==> src/ghc_pkg.sv <==
// Types, constants and round function of the hash core.
package ghc_pkg;

  typedef logic [7:0][63:0] state_t;

  typedef enum logic [3:0] {
    OP_NONE,
    OP_WRITE,
    OP_LOAD_P,
    OP_ROUND_P,
    OP_LOAD_Q,
    OP_ROUND_Q,
    OP_FOLD,
    OP_PAD,
    OP_CLEAR,
    OP_LEN,
    OP_LOAD_OUT,
    OP_RESTART
  } op_e;

  typedef struct packed {
    op_e        op;
    logic [7:0] rnd;
  } cmd_t;

  typedef struct packed {
    logic full;
    logic extra;
  } status_t;

  localparam logic [63:0] CV_INIT_LAST = 64'h100;
  localparam logic [6:0]  BLOCK_BYTES  = 7'd64;
  localparam logic [6:0]  PAD_LIMIT    = 7'd56;

  localparam logic [2:0] SHIFT_Q [8] = '{3'd1, 3'd3, 3'd5, 3'd7, 3'd0, 3'd2, 3'd4, 3'd6};
  localparam logic [2:0] MIX_COEF [8] = '{3'd2, 3'd2, 3'd3, 3'd4, 3'd5, 3'd3, 3'd5, 3'd7};

  localparam logic [7:0] SBOX [256] = '{
    8'h63, 8'h7c, 8'h77, 8'h7b, 8'hf2, 8'h6b, 8'h6f, 8'hc5,
    8'h30, 8'h01, 8'h67, 8'h2b, 8'hfe, 8'hd7, 8'hab, 8'h76,
    8'hca, 8'h82, 8'hc9, 8'h7d, 8'hfa, 8'h59, 8'h47, 8'hf0,
    8'had, 8'hd4, 8'ha2, 8'haf, 8'h9c, 8'ha4, 8'h72, 8'hc0,
    8'hb7, 8'hfd, 8'h93, 8'h26, 8'h36, 8'h3f, 8'hf7, 8'hcc,
    8'h34, 8'ha5, 8'he5, 8'hf1, 8'h71, 8'hd8, 8'h31, 8'h15,
    8'h04, 8'hc7, 8'h23, 8'hc3, 8'h18, 8'h96, 8'h05, 8'h9a,
    8'h07, 8'h12, 8'h80, 8'he2, 8'heb, 8'h27, 8'hb2, 8'h75,
    8'h09, 8'h83, 8'h2c, 8'h1a, 8'h1b, 8'h6e, 8'h5a, 8'ha0,
    8'h52, 8'h3b, 8'hd6, 8'hb3, 8'h29, 8'he3, 8'h2f, 8'h84,
    8'h53, 8'hd1, 8'h00, 8'hed, 8'h20, 8'hfc, 8'hb1, 8'h5b,
    8'h6a, 8'hcb, 8'hbe, 8'h39, 8'h4a, 8'h4c, 8'h58, 8'hcf,
    8'hd0, 8'hef, 8'haa, 8'hfb, 8'h43, 8'h4d, 8'h33, 8'h85,
    8'h45, 8'hf9, 8'h02, 8'h7f, 8'h50, 8'h3c, 8'h9f, 8'ha8,
    8'h51, 8'ha3, 8'h40, 8'h8f, 8'h92, 8'h9d, 8'h38, 8'hf5,
    8'hbc, 8'hb6, 8'hda, 8'h21, 8'h10, 8'hff, 8'hf3, 8'hd2,
    8'hcd, 8'h0c, 8'h13, 8'hec, 8'h5f, 8'h97, 8'h44, 8'h17,
    8'hc4, 8'ha7, 8'h7e, 8'h3d, 8'h64, 8'h5d, 8'h19, 8'h73,
    8'h60, 8'h81, 8'h4f, 8'hdc, 8'h22, 8'h2a, 8'h90, 8'h88,
    8'h46, 8'hee, 8'hb8, 8'h14, 8'hde, 8'h5e, 8'h0b, 8'hdb,
    8'he0, 8'h32, 8'h3a, 8'h0a, 8'h49, 8'h06, 8'h24, 8'h5c,
    8'hc2, 8'hd3, 8'hac, 8'h62, 8'h91, 8'h95, 8'he4, 8'h79,
    8'he7, 8'hc8, 8'h37, 8'h6d, 8'h8d, 8'hd5, 8'h4e, 8'ha9,
    8'h6c, 8'h56, 8'hf4, 8'hea, 8'h65, 8'h7a, 8'hae, 8'h08,
    8'hba, 8'h78, 8'h25, 8'h2e, 8'h1c, 8'ha6, 8'hb4, 8'hc6,
    8'he8, 8'hdd, 8'h74, 8'h1f, 8'h4b, 8'hbd, 8'h8b, 8'h8a,
    8'h70, 8'h3e, 8'hb5, 8'h66, 8'h48, 8'h03, 8'hf6, 8'h0e,
    8'h61, 8'h35, 8'h57, 8'hb9, 8'h86, 8'hc1, 8'h1d, 8'h9e,
    8'he1, 8'hf8, 8'h98, 8'h11, 8'h69, 8'hd9, 8'h8e, 8'h94,
    8'h9b, 8'h1e, 8'h87, 8'he9, 8'hce, 8'h55, 8'h28, 8'hdf,
    8'h8c, 8'ha1, 8'h89, 8'h0d, 8'hbf, 8'he6, 8'h42, 8'h68,
    8'h41, 8'h99, 8'h2d, 8'h0f, 8'hb0, 8'h54, 8'hbb, 8'h16
  };

  function automatic logic [7:0] xtime(logic [7:0] x);
    return {x[6:0], 1'b0} ^ (x[7] ? 8'h1b : 8'h00);
  endfunction

  function automatic logic [7:0] gf_mul(logic [2:0] c, logic [7:0] x);
    logic [7:0] acc;
    logic [7:0] v;
    acc = 8'h00;
    v   = x;
    for (int k = 0; k < 3; k++) begin
      if (c[k]) begin
        acc = acc ^ v;
      end
      v = xtime(v);
    end
    return acc;
  endfunction

  function automatic state_t round_f(state_t s, logic is_q, logic [7:0] r);
    logic [7:0] m [8][8];
    logic [7:0] t [8][8];
    logic [7:0] rc;
    logic [7:0] acc;
    logic [2:0] sh;
    logic [2:0] jj;
    logic [2:0] ii;
    state_t     res;
    for (int i = 0; i < 8; i++) begin
      for (int j = 0; j < 8; j++) begin
        m[i][j] = s[j][63 - 8 * i -: 8];
      end
    end
    for (int j = 0; j < 8; j++) begin
      rc = {4'(j), 4'h0} ^ r;
      if (!is_q) begin
        m[0][j] = m[0][j] ^ rc;
      end else begin
        for (int i = 0; i < 8; i++) begin
          m[i][j] = m[i][j] ^ 8'hff;
        end
        m[7][j] = m[7][j] ^ rc;
      end
    end
    for (int i = 0; i < 8; i++) begin
      sh = is_q ? SHIFT_Q[i] : 3'(i);
      for (int j = 0; j < 8; j++) begin
        jj = 3'(j) + sh;
        t[i][j] = SBOX[m[i][jj]];
      end
    end
    for (int j = 0; j < 8; j++) begin
      for (int i = 0; i < 8; i++) begin
        acc = 8'h00;
        for (int k = 0; k < 8; k++) begin
          ii = 3'(i) + 3'(k);
          acc = acc ^ gf_mul(MIX_COEF[k], t[ii][j]);
        end
        res[j][63 - 8 * i -: 8] = acc;
      end
    end
    return res;
  endfunction

endpackage

==> src/ghc_ctrl.sv <==
// Controller of the hash core: sequences absorption, padding, compression and output.
module ghc_ctrl #(
  parameter int ROUND_COUNT = 10
) (
  input  logic             clk_i,
  input  logic             rst_ni,
  input  logic             in_valid_i,
  input  logic             last_item_i,
  output logic             in_stall_o,
  output logic             out_valid_o,
  input  logic             out_stall_i,
  output logic [1:0]       word_index_o,
  output logic             last_word_o,
  input  ghc_pkg::status_t status_i,
  output ghc_pkg::cmd_t    cmd_o
);

  localparam int RndW = (ROUND_COUNT > 1) ? $clog2(ROUND_COUNT) : 1;
  localparam logic [RndW-1:0] RndLast = RndW'(ROUND_COUNT - 1);

  typedef enum logic [3:0] {
    S_IDLE, S_CHECK, S_INIT_P, S_RUN_P, S_INIT_Q, S_RUN_Q, S_FOLD,
    S_PAD, S_CLEAR, S_LEN, S_INIT_OUT, S_RUN_OUT, S_EMIT
  } state_e;

  typedef enum logic [1:0] {
    RET_DATA, RET_EXTRA, RET_FINAL
  } ret_e;

  state_e          state_q;
  ret_e            ret_q;
  logic            last_q;
  logic [RndW-1:0] rnd_q;
  logic [1:0]      idx_q;
  logic            in_acc;
  logic            out_acc;

  assign in_acc  = in_valid_i && !in_stall_o;
  assign out_acc = out_valid_o && !out_stall_i;

  assign in_stall_o   = (state_q != S_IDLE);
  assign out_valid_o  = (state_q == S_EMIT);
  assign word_index_o = idx_q;
  assign last_word_o  = (idx_q == 2'd3);

  always_comb begin
    cmd_o.op  = ghc_pkg::OP_NONE;
    cmd_o.rnd = 8'(rnd_q);
    case (state_q)
      S_IDLE:     cmd_o.op = in_acc ? ghc_pkg::OP_WRITE : ghc_pkg::OP_NONE;
      S_INIT_P:   cmd_o.op = ghc_pkg::OP_LOAD_P;
      S_RUN_P:    cmd_o.op = ghc_pkg::OP_ROUND_P;
      S_INIT_Q:   cmd_o.op = ghc_pkg::OP_LOAD_Q;
      S_RUN_Q:    cmd_o.op = ghc_pkg::OP_ROUND_Q;
      S_FOLD:     cmd_o.op = ghc_pkg::OP_FOLD;
      S_PAD:      cmd_o.op = ghc_pkg::OP_PAD;
      S_CLEAR:    cmd_o.op = ghc_pkg::OP_CLEAR;
      S_LEN:      cmd_o.op = ghc_pkg::OP_LEN;
      S_INIT_OUT: cmd_o.op = ghc_pkg::OP_LOAD_OUT;
      S_RUN_OUT:  cmd_o.op = ghc_pkg::OP_ROUND_P;
      S_EMIT: begin
        cmd_o.op = (out_acc && last_word_o) ? ghc_pkg::OP_RESTART : ghc_pkg::OP_NONE;
      end
      default:    cmd_o.op = ghc_pkg::OP_NONE;
    endcase
  end

  always_ff @(posedge clk_i or negedge rst_ni) begin
    if (!rst_ni) begin
      state_q <= S_IDLE;
      ret_q   <= RET_DATA;
      last_q  <= 1'b0;
      rnd_q   <= '0;
      idx_q   <= '0;
    end else begin
      case (state_q)
        S_IDLE: begin
          if (in_acc) begin
            last_q  <= last_item_i;
            state_q <= S_CHECK;
          end
        end
        S_CHECK: begin
          if (status_i.full) begin
            ret_q   <= RET_DATA;
            state_q <= S_INIT_P;
          end else if (last_q) begin
            state_q <= S_PAD;
          end else begin
            state_q <= S_IDLE;
          end
        end
        S_INIT_P: begin
          rnd_q   <= '0;
          state_q <= S_RUN_P;
        end
        S_RUN_P: begin
          rnd_q <= rnd_q + 1'b1;
          if (rnd_q == RndLast) begin
            state_q <= S_INIT_Q;
          end
        end
        S_INIT_Q: begin
          rnd_q   <= '0;
          state_q <= S_RUN_Q;
        end
        S_RUN_Q: begin
          rnd_q <= rnd_q + 1'b1;
          if (rnd_q == RndLast) begin
            state_q <= S_FOLD;
          end
        end
        S_FOLD: begin
          case (ret_q)
            RET_DATA:  state_q <= last_q ? S_PAD : S_IDLE;
            RET_EXTRA: state_q <= S_CLEAR;
            RET_FINAL: state_q <= S_INIT_OUT;
            default:   state_q <= S_IDLE;
          endcase
        end
        S_PAD: begin
          if (status_i.extra) begin
            ret_q   <= RET_EXTRA;
            state_q <= S_INIT_P;
          end else begin
            state_q <= S_LEN;
          end
        end
        S_CLEAR: begin
          state_q <= S_LEN;
        end
        S_LEN: begin
          ret_q   <= RET_FINAL;
          state_q <= S_INIT_P;
        end
        S_INIT_OUT: begin
          rnd_q   <= '0;
          state_q <= S_RUN_OUT;
        end
        S_RUN_OUT: begin
          rnd_q <= rnd_q + 1'b1;
          if (rnd_q == RndLast) begin
            idx_q   <= '0;
            state_q <= S_EMIT;
          end
        end
        S_EMIT: begin
          if (out_acc) begin
            idx_q <= idx_q + 2'd1;
            if (last_word_o) begin
              last_q  <= 1'b0;
              state_q <= S_IDLE;
            end
          end
        end
        default: state_q <= S_IDLE;
      endcase
    end
  end

endmodule

==> config.mk <==
export PLATFORM = sky130hd
export DESIGN_NAME = ghc_ctrl
export DESIGN_NICKNAME = d
export VERILOG_FILES = /design/src/ghc_pkg.sv /design/src/ghc_ctrl.sv
export SDC_FILE = /design/constraint.sdc
export NUM_CORES = 1
export LEC_CHECK = 0
export BUFFER_PORTS_ARGS = -buffer_cell sky130_fd_sc_hd__buf_2
export CORE_MARGIN = 2
export CORE_UTILIZATION = 42
export DETAILED_ROUTE_END_ITERATION = 6
export PLACE_DENSITY_LB_ADDON = 0.1
export SLEW_MARGIN = 20
export SYNTH_ARGS = -nofsm -noshare
export SYNTH_HDL_FRONTEND = slang
export SYNTH_SLANG_ARGS = --single-unit
==> constraint.sdc <==
create_clock -name clk_i -period 1.6 [get_ports clk_i]
set_clock_uncertainty 0.1 [all_clocks]
set_input_delay 0.16 -clock clk_i [delete_from_list [all_inputs] [get_ports clk_i]]
set_output_delay 0.16 -clock clk_i [all_outputs]
set_load 0.01 [all_outputs]
==> out/qor.csv, run 1 <==
stage;metric;value;unit
critical_path;path_buf_inv;2;
placement;dp.cells;182;
layout;drive_above_1_share;54.02;%
power_and_ir_drop;vdd_drop_max;1.004;mV
placement;pre_cts_slack;-0.004720;ns
synthesis;syn_inst;121;
global_routing;grt_max_degree;14;
synthesis;yosys_warnings;0;
synthesis;synth_ff_type;dfrtp_1;
sta;tns;-0.8101;ns
power_and_ir_drop;power_frac_seq;20.2;%
critical_path;cp_slowest_cell;dfrtp_2;
critical_path;critPathLaunchType;flip-flop;
die;chipHeight;54.32;um
layout;antennaDiodeCount;0;
power_and_ir_drop;leakage;0.0007445;uW
worst_hold_path;hold_path_class;primary input to flip-flop;
sta;rsz0062_at_grt;yes;
cts;htree_levels;1;
critical_path;arrival;1.48;ns
synthesis;ys_ff_latch;13;
critical_path;cp-end-kind;primary output;
die;dieArea;2951;sq um
placement;place_hpwl;2.134;mm
sta;final.period_utilization;108.9;%
synthesis;synth_edf_count;0;
sta;finalHoldViolations;0;
synthesis;syn-cell-area;1064;sq um
power_and_ir_drop;p_per_area;2054;nW/um^2
cts;cts_tree;built;
sta;finalCriticalPeriod;1.743;ns
routing;wire_per_inst;15.49;um
power_and_ir_drop;clkPwrFrac;6.5;%
routing;via_per_inst;5.446;
job;drv_cap;0;
global_routing;grt_antenna_before_repair;0;
power_and_ir_drop;power_frac_comb;73.3;%
placement;place.gp.congestion;0.9303;
layout;finalNonFillerCells;204;
power_and_ir_drop;p_int;1878;uW
layout;syn2layout_area_growth;50.94;%
critical_path;crit_fanout;7;
cts;clkSlewWorstSetupHoldPaths;0.09;ns
routing;ant_nets;0;
routing;num_vias;1111;
cts;clock_sinks;13;
cts;clock_latency;0.29;ns
die;die_x;54.32;um
layout;fin_util;66.00;%
outcome;status;finished with violations;
critical_path;crit_chain;buf_12 > nor2_4 > and3_1 > nor3_2 > a21oi_1 > buf_2;
placement;place.port_buffers;19;
routing;route.detailed.drc;0;
global_routing;track_usage;23.17;%
critical_path;max_stage_delay;0.47;ns
sta;fmax;0.5737;GHz
sta;setup_slack;-0.1431;ns
cts;cts_buffers;3;
synthesis;synth-seq-area-share;30.59;%
critical_path;crit_type;flip-flop to primary output;
global_routing;grt_first_pass_wirelength;4.761;mm
die;initial_core_util;43.72;%
cts;cts-root-buf;clkbuf_4;
power_and_ir_drop;netSwitchingFraction;43.03;%
synthesis;syn_area_per_cell;8.789;sq um
routing;drt_iter0_markers;22;
synthesis;async_reset_ff_share;100.0;%
die;rows;18;
global_routing;first_global_vias;1010;
sta;setup_violations;12;
routing;firstDrtPassIters;4;
global_routing;grt.overflow.total;0;
power_and_ir_drop;p_total;3297;uW
power_and_ir_drop;netSwitchingPower;1419;uW
critical_path;worstPathRequired;1.34;ns
die;ios;24;
critical_path;critPathTopFamily;flip-flops;
synthesis;synth.distinct_cells;48;
layout;nets;187;
routing;wl;3.160;mm
sta;slew_violations;0;
die;core_area;2432;sq um
cts;clk_path_buf_depth;2;
outcome;violations;setup timing;
layer usage:
metal	global-route usage, %	part of all wire [%]
met1	28.45	46
met2	39.36	47
met3	3.279	4.3
met4	11.67	2.9
met5	0	0
power groups by stage:
stage                     Combinational, uW  Clock [uW]  Sequential [uW]
after detailed placement               1760           0              670
after global placement                 1750           0              658
after CTS                              2200         218              654
after floorplan                        1080           0              661
after global routing                   2610         234              687
final                                  2420         214              667
cell usage after synthesis, types with 4 or more instances:
cell type / instances / area, sq um
o21ai_1: 6 / 30.03
ha_1: 5 / 62.56
inv_1: 5 / 18.77
nand2_1: 11 / 41.29
nor2_1: 9 / 33.78
nor2b_1: 4 / 25.02
and3_1: 4 / 25.02
a21oi_1: 4 / 20.02
buf_2: 5 / 25.02
dfrtp_1: 13 / 325.3
buf_4: 4 / 30.03
through the flow:
stage	cell area (sq um)	hold slack [ns]
floorplan	1077	-0.2356
global placement	1306	-0.02714
detailed placement	1306	-0.02683
CTS	1528	0.01617
global route	1605	0.04125
finish	1605	0.01956
worst min-delay path, delay by kind of cell:
kind,cells,cell delay [ns]
buffers and inverters,1,0.09
AOI/OAI and AO/OA,1,0.06
and+or+nand+nor,1,0.06
layout make-up:
cell class / instances / area, sq um
tap: 30 / 37.54
multi-input combinational: 96 / 762.0
fill: 196 / 827.0
timing repair buffer: 56 / 430.4
inverter: 5 / 18.77
sequential: 13 / 330.3
clock buffer: 4 / 26.28
flip-flops by register name (all words and copies together) (netlist names):
register / cells
state_q: 4
last_q: 1
word_index_o: 2
ret_q: 2
rnd_q: 4
path summary, 6_finish.rpt:
check / startpoint / endpoint / slack (ns) / cells past startpoint
max in group asynchronous: rst_ni / state_q[0] / 0.93 / 2
min in group asynchronous: rst_ni / last_q / 0.19 / 2
worst min register to register: ret_q[0] / ret_q[0] / 0.47 / 1
worst max-delay path: state_q[2] / cmd_o[8] / -0.14 / 6
worst min-delay path: last_item_i / last_q / 0.02 / 3
worst max register to register: state_q[2] / state_q[3] / -0.09 / 5
placed cells by master (no fill, tap or decap), types with 3 or more instances in the layout:
cell type,instances
inv_1,3
buf_4,27
nand2_1,10
o21ai_2,4
nor2_1,6
dfrtp_2,4
ha_1,5
dfrtp_1,9
conb_1,4
buf_2,17
clkbuf_4,3
a21oi_1,4
o21ai_1,5
buf_6,10
kinds of logic after synthesis:
kind of cell / share of synthesized area [%]
multiplexers: 2.117
buffers and inverters: 7.294
other: 0.3526
AND/OR/NAND/NOR: 28.59
adder cells (fa/ha/maj): 5.882
flip-flops: 30.59
AO/OA/AOI/OAI: 25.18
timing repair:
item	CTS	global route
hold buffers	1	0
pin swaps	10	7
setup endpoints to repair	9	16
hold endpoints to repair	13	0
setup buffers	15	2
gates resized for setup	24	17
Power figures use the tool's default switching activity.
==> run 2, diff against run 1 <==
--- a/config.mk
+++ b/config.mk
@@ -10,5 +10,7 @@
 export CORE_UTILIZATION = 42
 export DETAILED_ROUTE_END_ITERATION = 6
+export GPL_TIMING_DRIVEN = 0
 export PLACE_DENSITY_LB_ADDON = 0.1
+export SKIP_LAST_GASP = 1
 export SLEW_MARGIN = 20
 export SYNTH_ARGS = -nofsm -noshare
--- a/constraint.sdc
+++ b/constraint.sdc
@@ -3,3 +3,3 @@
 set_input_delay 0.16 -clock clk_i [delete_from_list [all_inputs] [get_ports clk_i]]
 set_output_delay 0.16 -clock clk_i [all_outputs]
-set_load 0.01 [all_outputs]
+set_load 0.05 [all_outputs]
==> out/qor.csv, run 2 (same netlist as run 1, synthesis figures left out) <==
stage;metric;value;unit
power_and_ir_drop;vdd_drop_max;1.554;mV
global_routing;grt_max_degree;14;
layout;antennaDiodeCount;0;
layout;reg_top3;rnd_q x4, state_q x4;
cts;cts_tree;built;
critical_path;crit_type;flip-flop to primary output;
placement;place.port_buffers;19;
sta;slew_headroom;64.65;%
cts;cts-root-buf;clkbuf_4;
placement;dp.cells;173;
die;rows;18;
routing;wire_per_inst;17.47;um
critical_path;worstPathRequired;1.34;ns
global_routing;grt_first_pass_wirelength;4.968;mm
die;die_x;54.32;um
sta;hold_slack;0.05267;ns
sta;finalCriticalPeriod;1.819;ns
routing;via_per_inst;5.807;
die;ios;24;
routing;firstDrtPassIters;4;
critical_path;crit_fanout;7;
global_routing;track_usage;24.12;%
routing;drt_iter0_markers;30;
routing;num_vias;1173;
die;chipHeight;54.32;um
cts;clkSlewWorstSetupHoldPaths;0.09;ns
sta;setup_slack;-0.2193;ns
power_and_ir_drop;p_per_area;2325;nW/um^2
die;dieArea;2951;sq um
sta;fmax;0.5497;GHz
layout;syn2layout_area_growth;64.35;%
critical_path;critPathLaunchType;flip-flop;
die;core_area;2432;sq um
sta;rsz0062_at_grt;yes;
placement;place_hpwl;1.952;mm
layout;nets;185;
routing;route.detailed.drc;0;
routing;ant_nets;0;
layout;multi_input_area;879.6;sq um
layout;layout_commonest_cell;buf_4;
sta;slew_violations;0;
placement;place.gp.congestion;0.8259;
sta;max_slew.worst_pin.slew;0.5254;ns
global_routing;first_global_vias;1047;
global_routing;grt_antenna_before_repair;0;
layout;seq_area;335.3;sq um
cts;htree_levels;1;
outcome;status;finished with violations;
worst_hold_path;hold_path_class;primary input to flip-flop;
die;initial_core_util;43.72;%
cts;clock_sinks;13;
cts;clk_path_buf_depth;2;
layout;final_cell_mix;buf_4, buf_2, nand2_1;
placement;placed_area;1294;sq um
power_and_ir_drop;leakage;0.0007783;uW
sta;setup_violations;15;
outcome;violations;setup timing;
critical_path;cp-end-kind;primary output;
layout;fillers;191;
layout;fin_area;1748;sq um
sta;final.period_utilization;113.7;%
global_routing;grt.overflow.total;0;
sta;finalHoldViolations;0;
critical_path;arrival;1.56;ns
cts;cts_buffers;3;
routing;wl;3.528;mm
cts;clock_latency;0.29;ns
placement;pre_cts_slack;-0.1778;ns
layout;finalNonFillerCells;202;
layout;drive_above_1_share;65.12;%
job;drv_cap;0;
## run 2: cell types whose count changed in the layout (fill, tap and decap cells not counted), moves of 3 or more
cell | before | now
buf_2 | 17 | 13
buf_6 | 10 | 6
buf_8 | 0 | 6
dfrtp_1 | 9 | 5
dfrtp_2 | 4 | 8
o21ai_1 | 5 | 2
## run 2: power by group
| group | total [uW] | leakage [uW] | switching (uW) | internal [uW] |
|---|---|---|---|---|
| registers | 733 | 0.000155 | 235 | 499 |
| clock network | 222 | 0.0000150 | 125 | 97.1 |
| logic | 3110 | 0.000609 | 1730 | 1380 |
## run 2: worst paths after layout
| kind | start | endpoint | slack (ns) | depth (start not counted) |
|---|---|---|---|---|
| max | state_q[1] | cmd_o[8] | -0.22 | 6 |
| min | last_item_i | last_q | 0.05 | 3 |
| max reg2reg | state_q[2] | state_q[1] | -0.20 | 6 |
| min reg2reg | rnd_q[3] | rnd_q[3] | 0.47 | 1 |
| max in group asynchronous | rst_ni | state_q[3] | 0.94 | 2 |
| min in group asynchronous | rst_ni | rnd_q[3] | 0.18 | 2 |
## run 2: stage by stage
step	utilization (%)	total power [uW]	setup TNS, ns
2_1_floorplan	-	2382	-0.7124
3_3_place_gp	53.19	2772	-0.4475
3_5_place_dp	53.19	2808	-0.4630
4_1_cts	63.84	3537	-1.182
5_1_grt	71.86	4293	-2.491
6_report	71.86	4064	-1.713
## run 2: critical path, stage by stage, from the launching register on
cell     delay, ns
dfrtp_2       0.48
buf_8         0.16
nor2_4        0.10
and3_4        0.20
nor3_4        0.04
a21oi_4       0.12
buf_6         0.17
## run 2: area by class of cell
class	count	share of cell area, %
inverters	5	1.503
well taps	30	2.147
repair buffers	45	20.19
plain buffers	9	5.154
clock buffers	4	1.503
multi-input cells	96	50.32
flip-flops and latches	13	19.18
## run 2: per-layer routing
metal / vias up / share of wire [%] / global-route usage (%)
li1: 540 / - / -
met1: 565 / 38 / 27.50
met2: 54 / 53 / 42.57
met3: 14 / 5.7 / 6.557
met4: 0 / 3.2 / 9.167
met5: - / 0 / 0
## run 2: what timing repair did
item | in CTS | in global routing
resized for setup | 41 | 27
pin swaps | 7 | 11
endpoints found under the setup margin | 11 | 19
hold endpoints to repair | 13 | 0
buffers inserted | 13 | 12
gates cloned | 0 | 0
hold buffers | 1 | 0
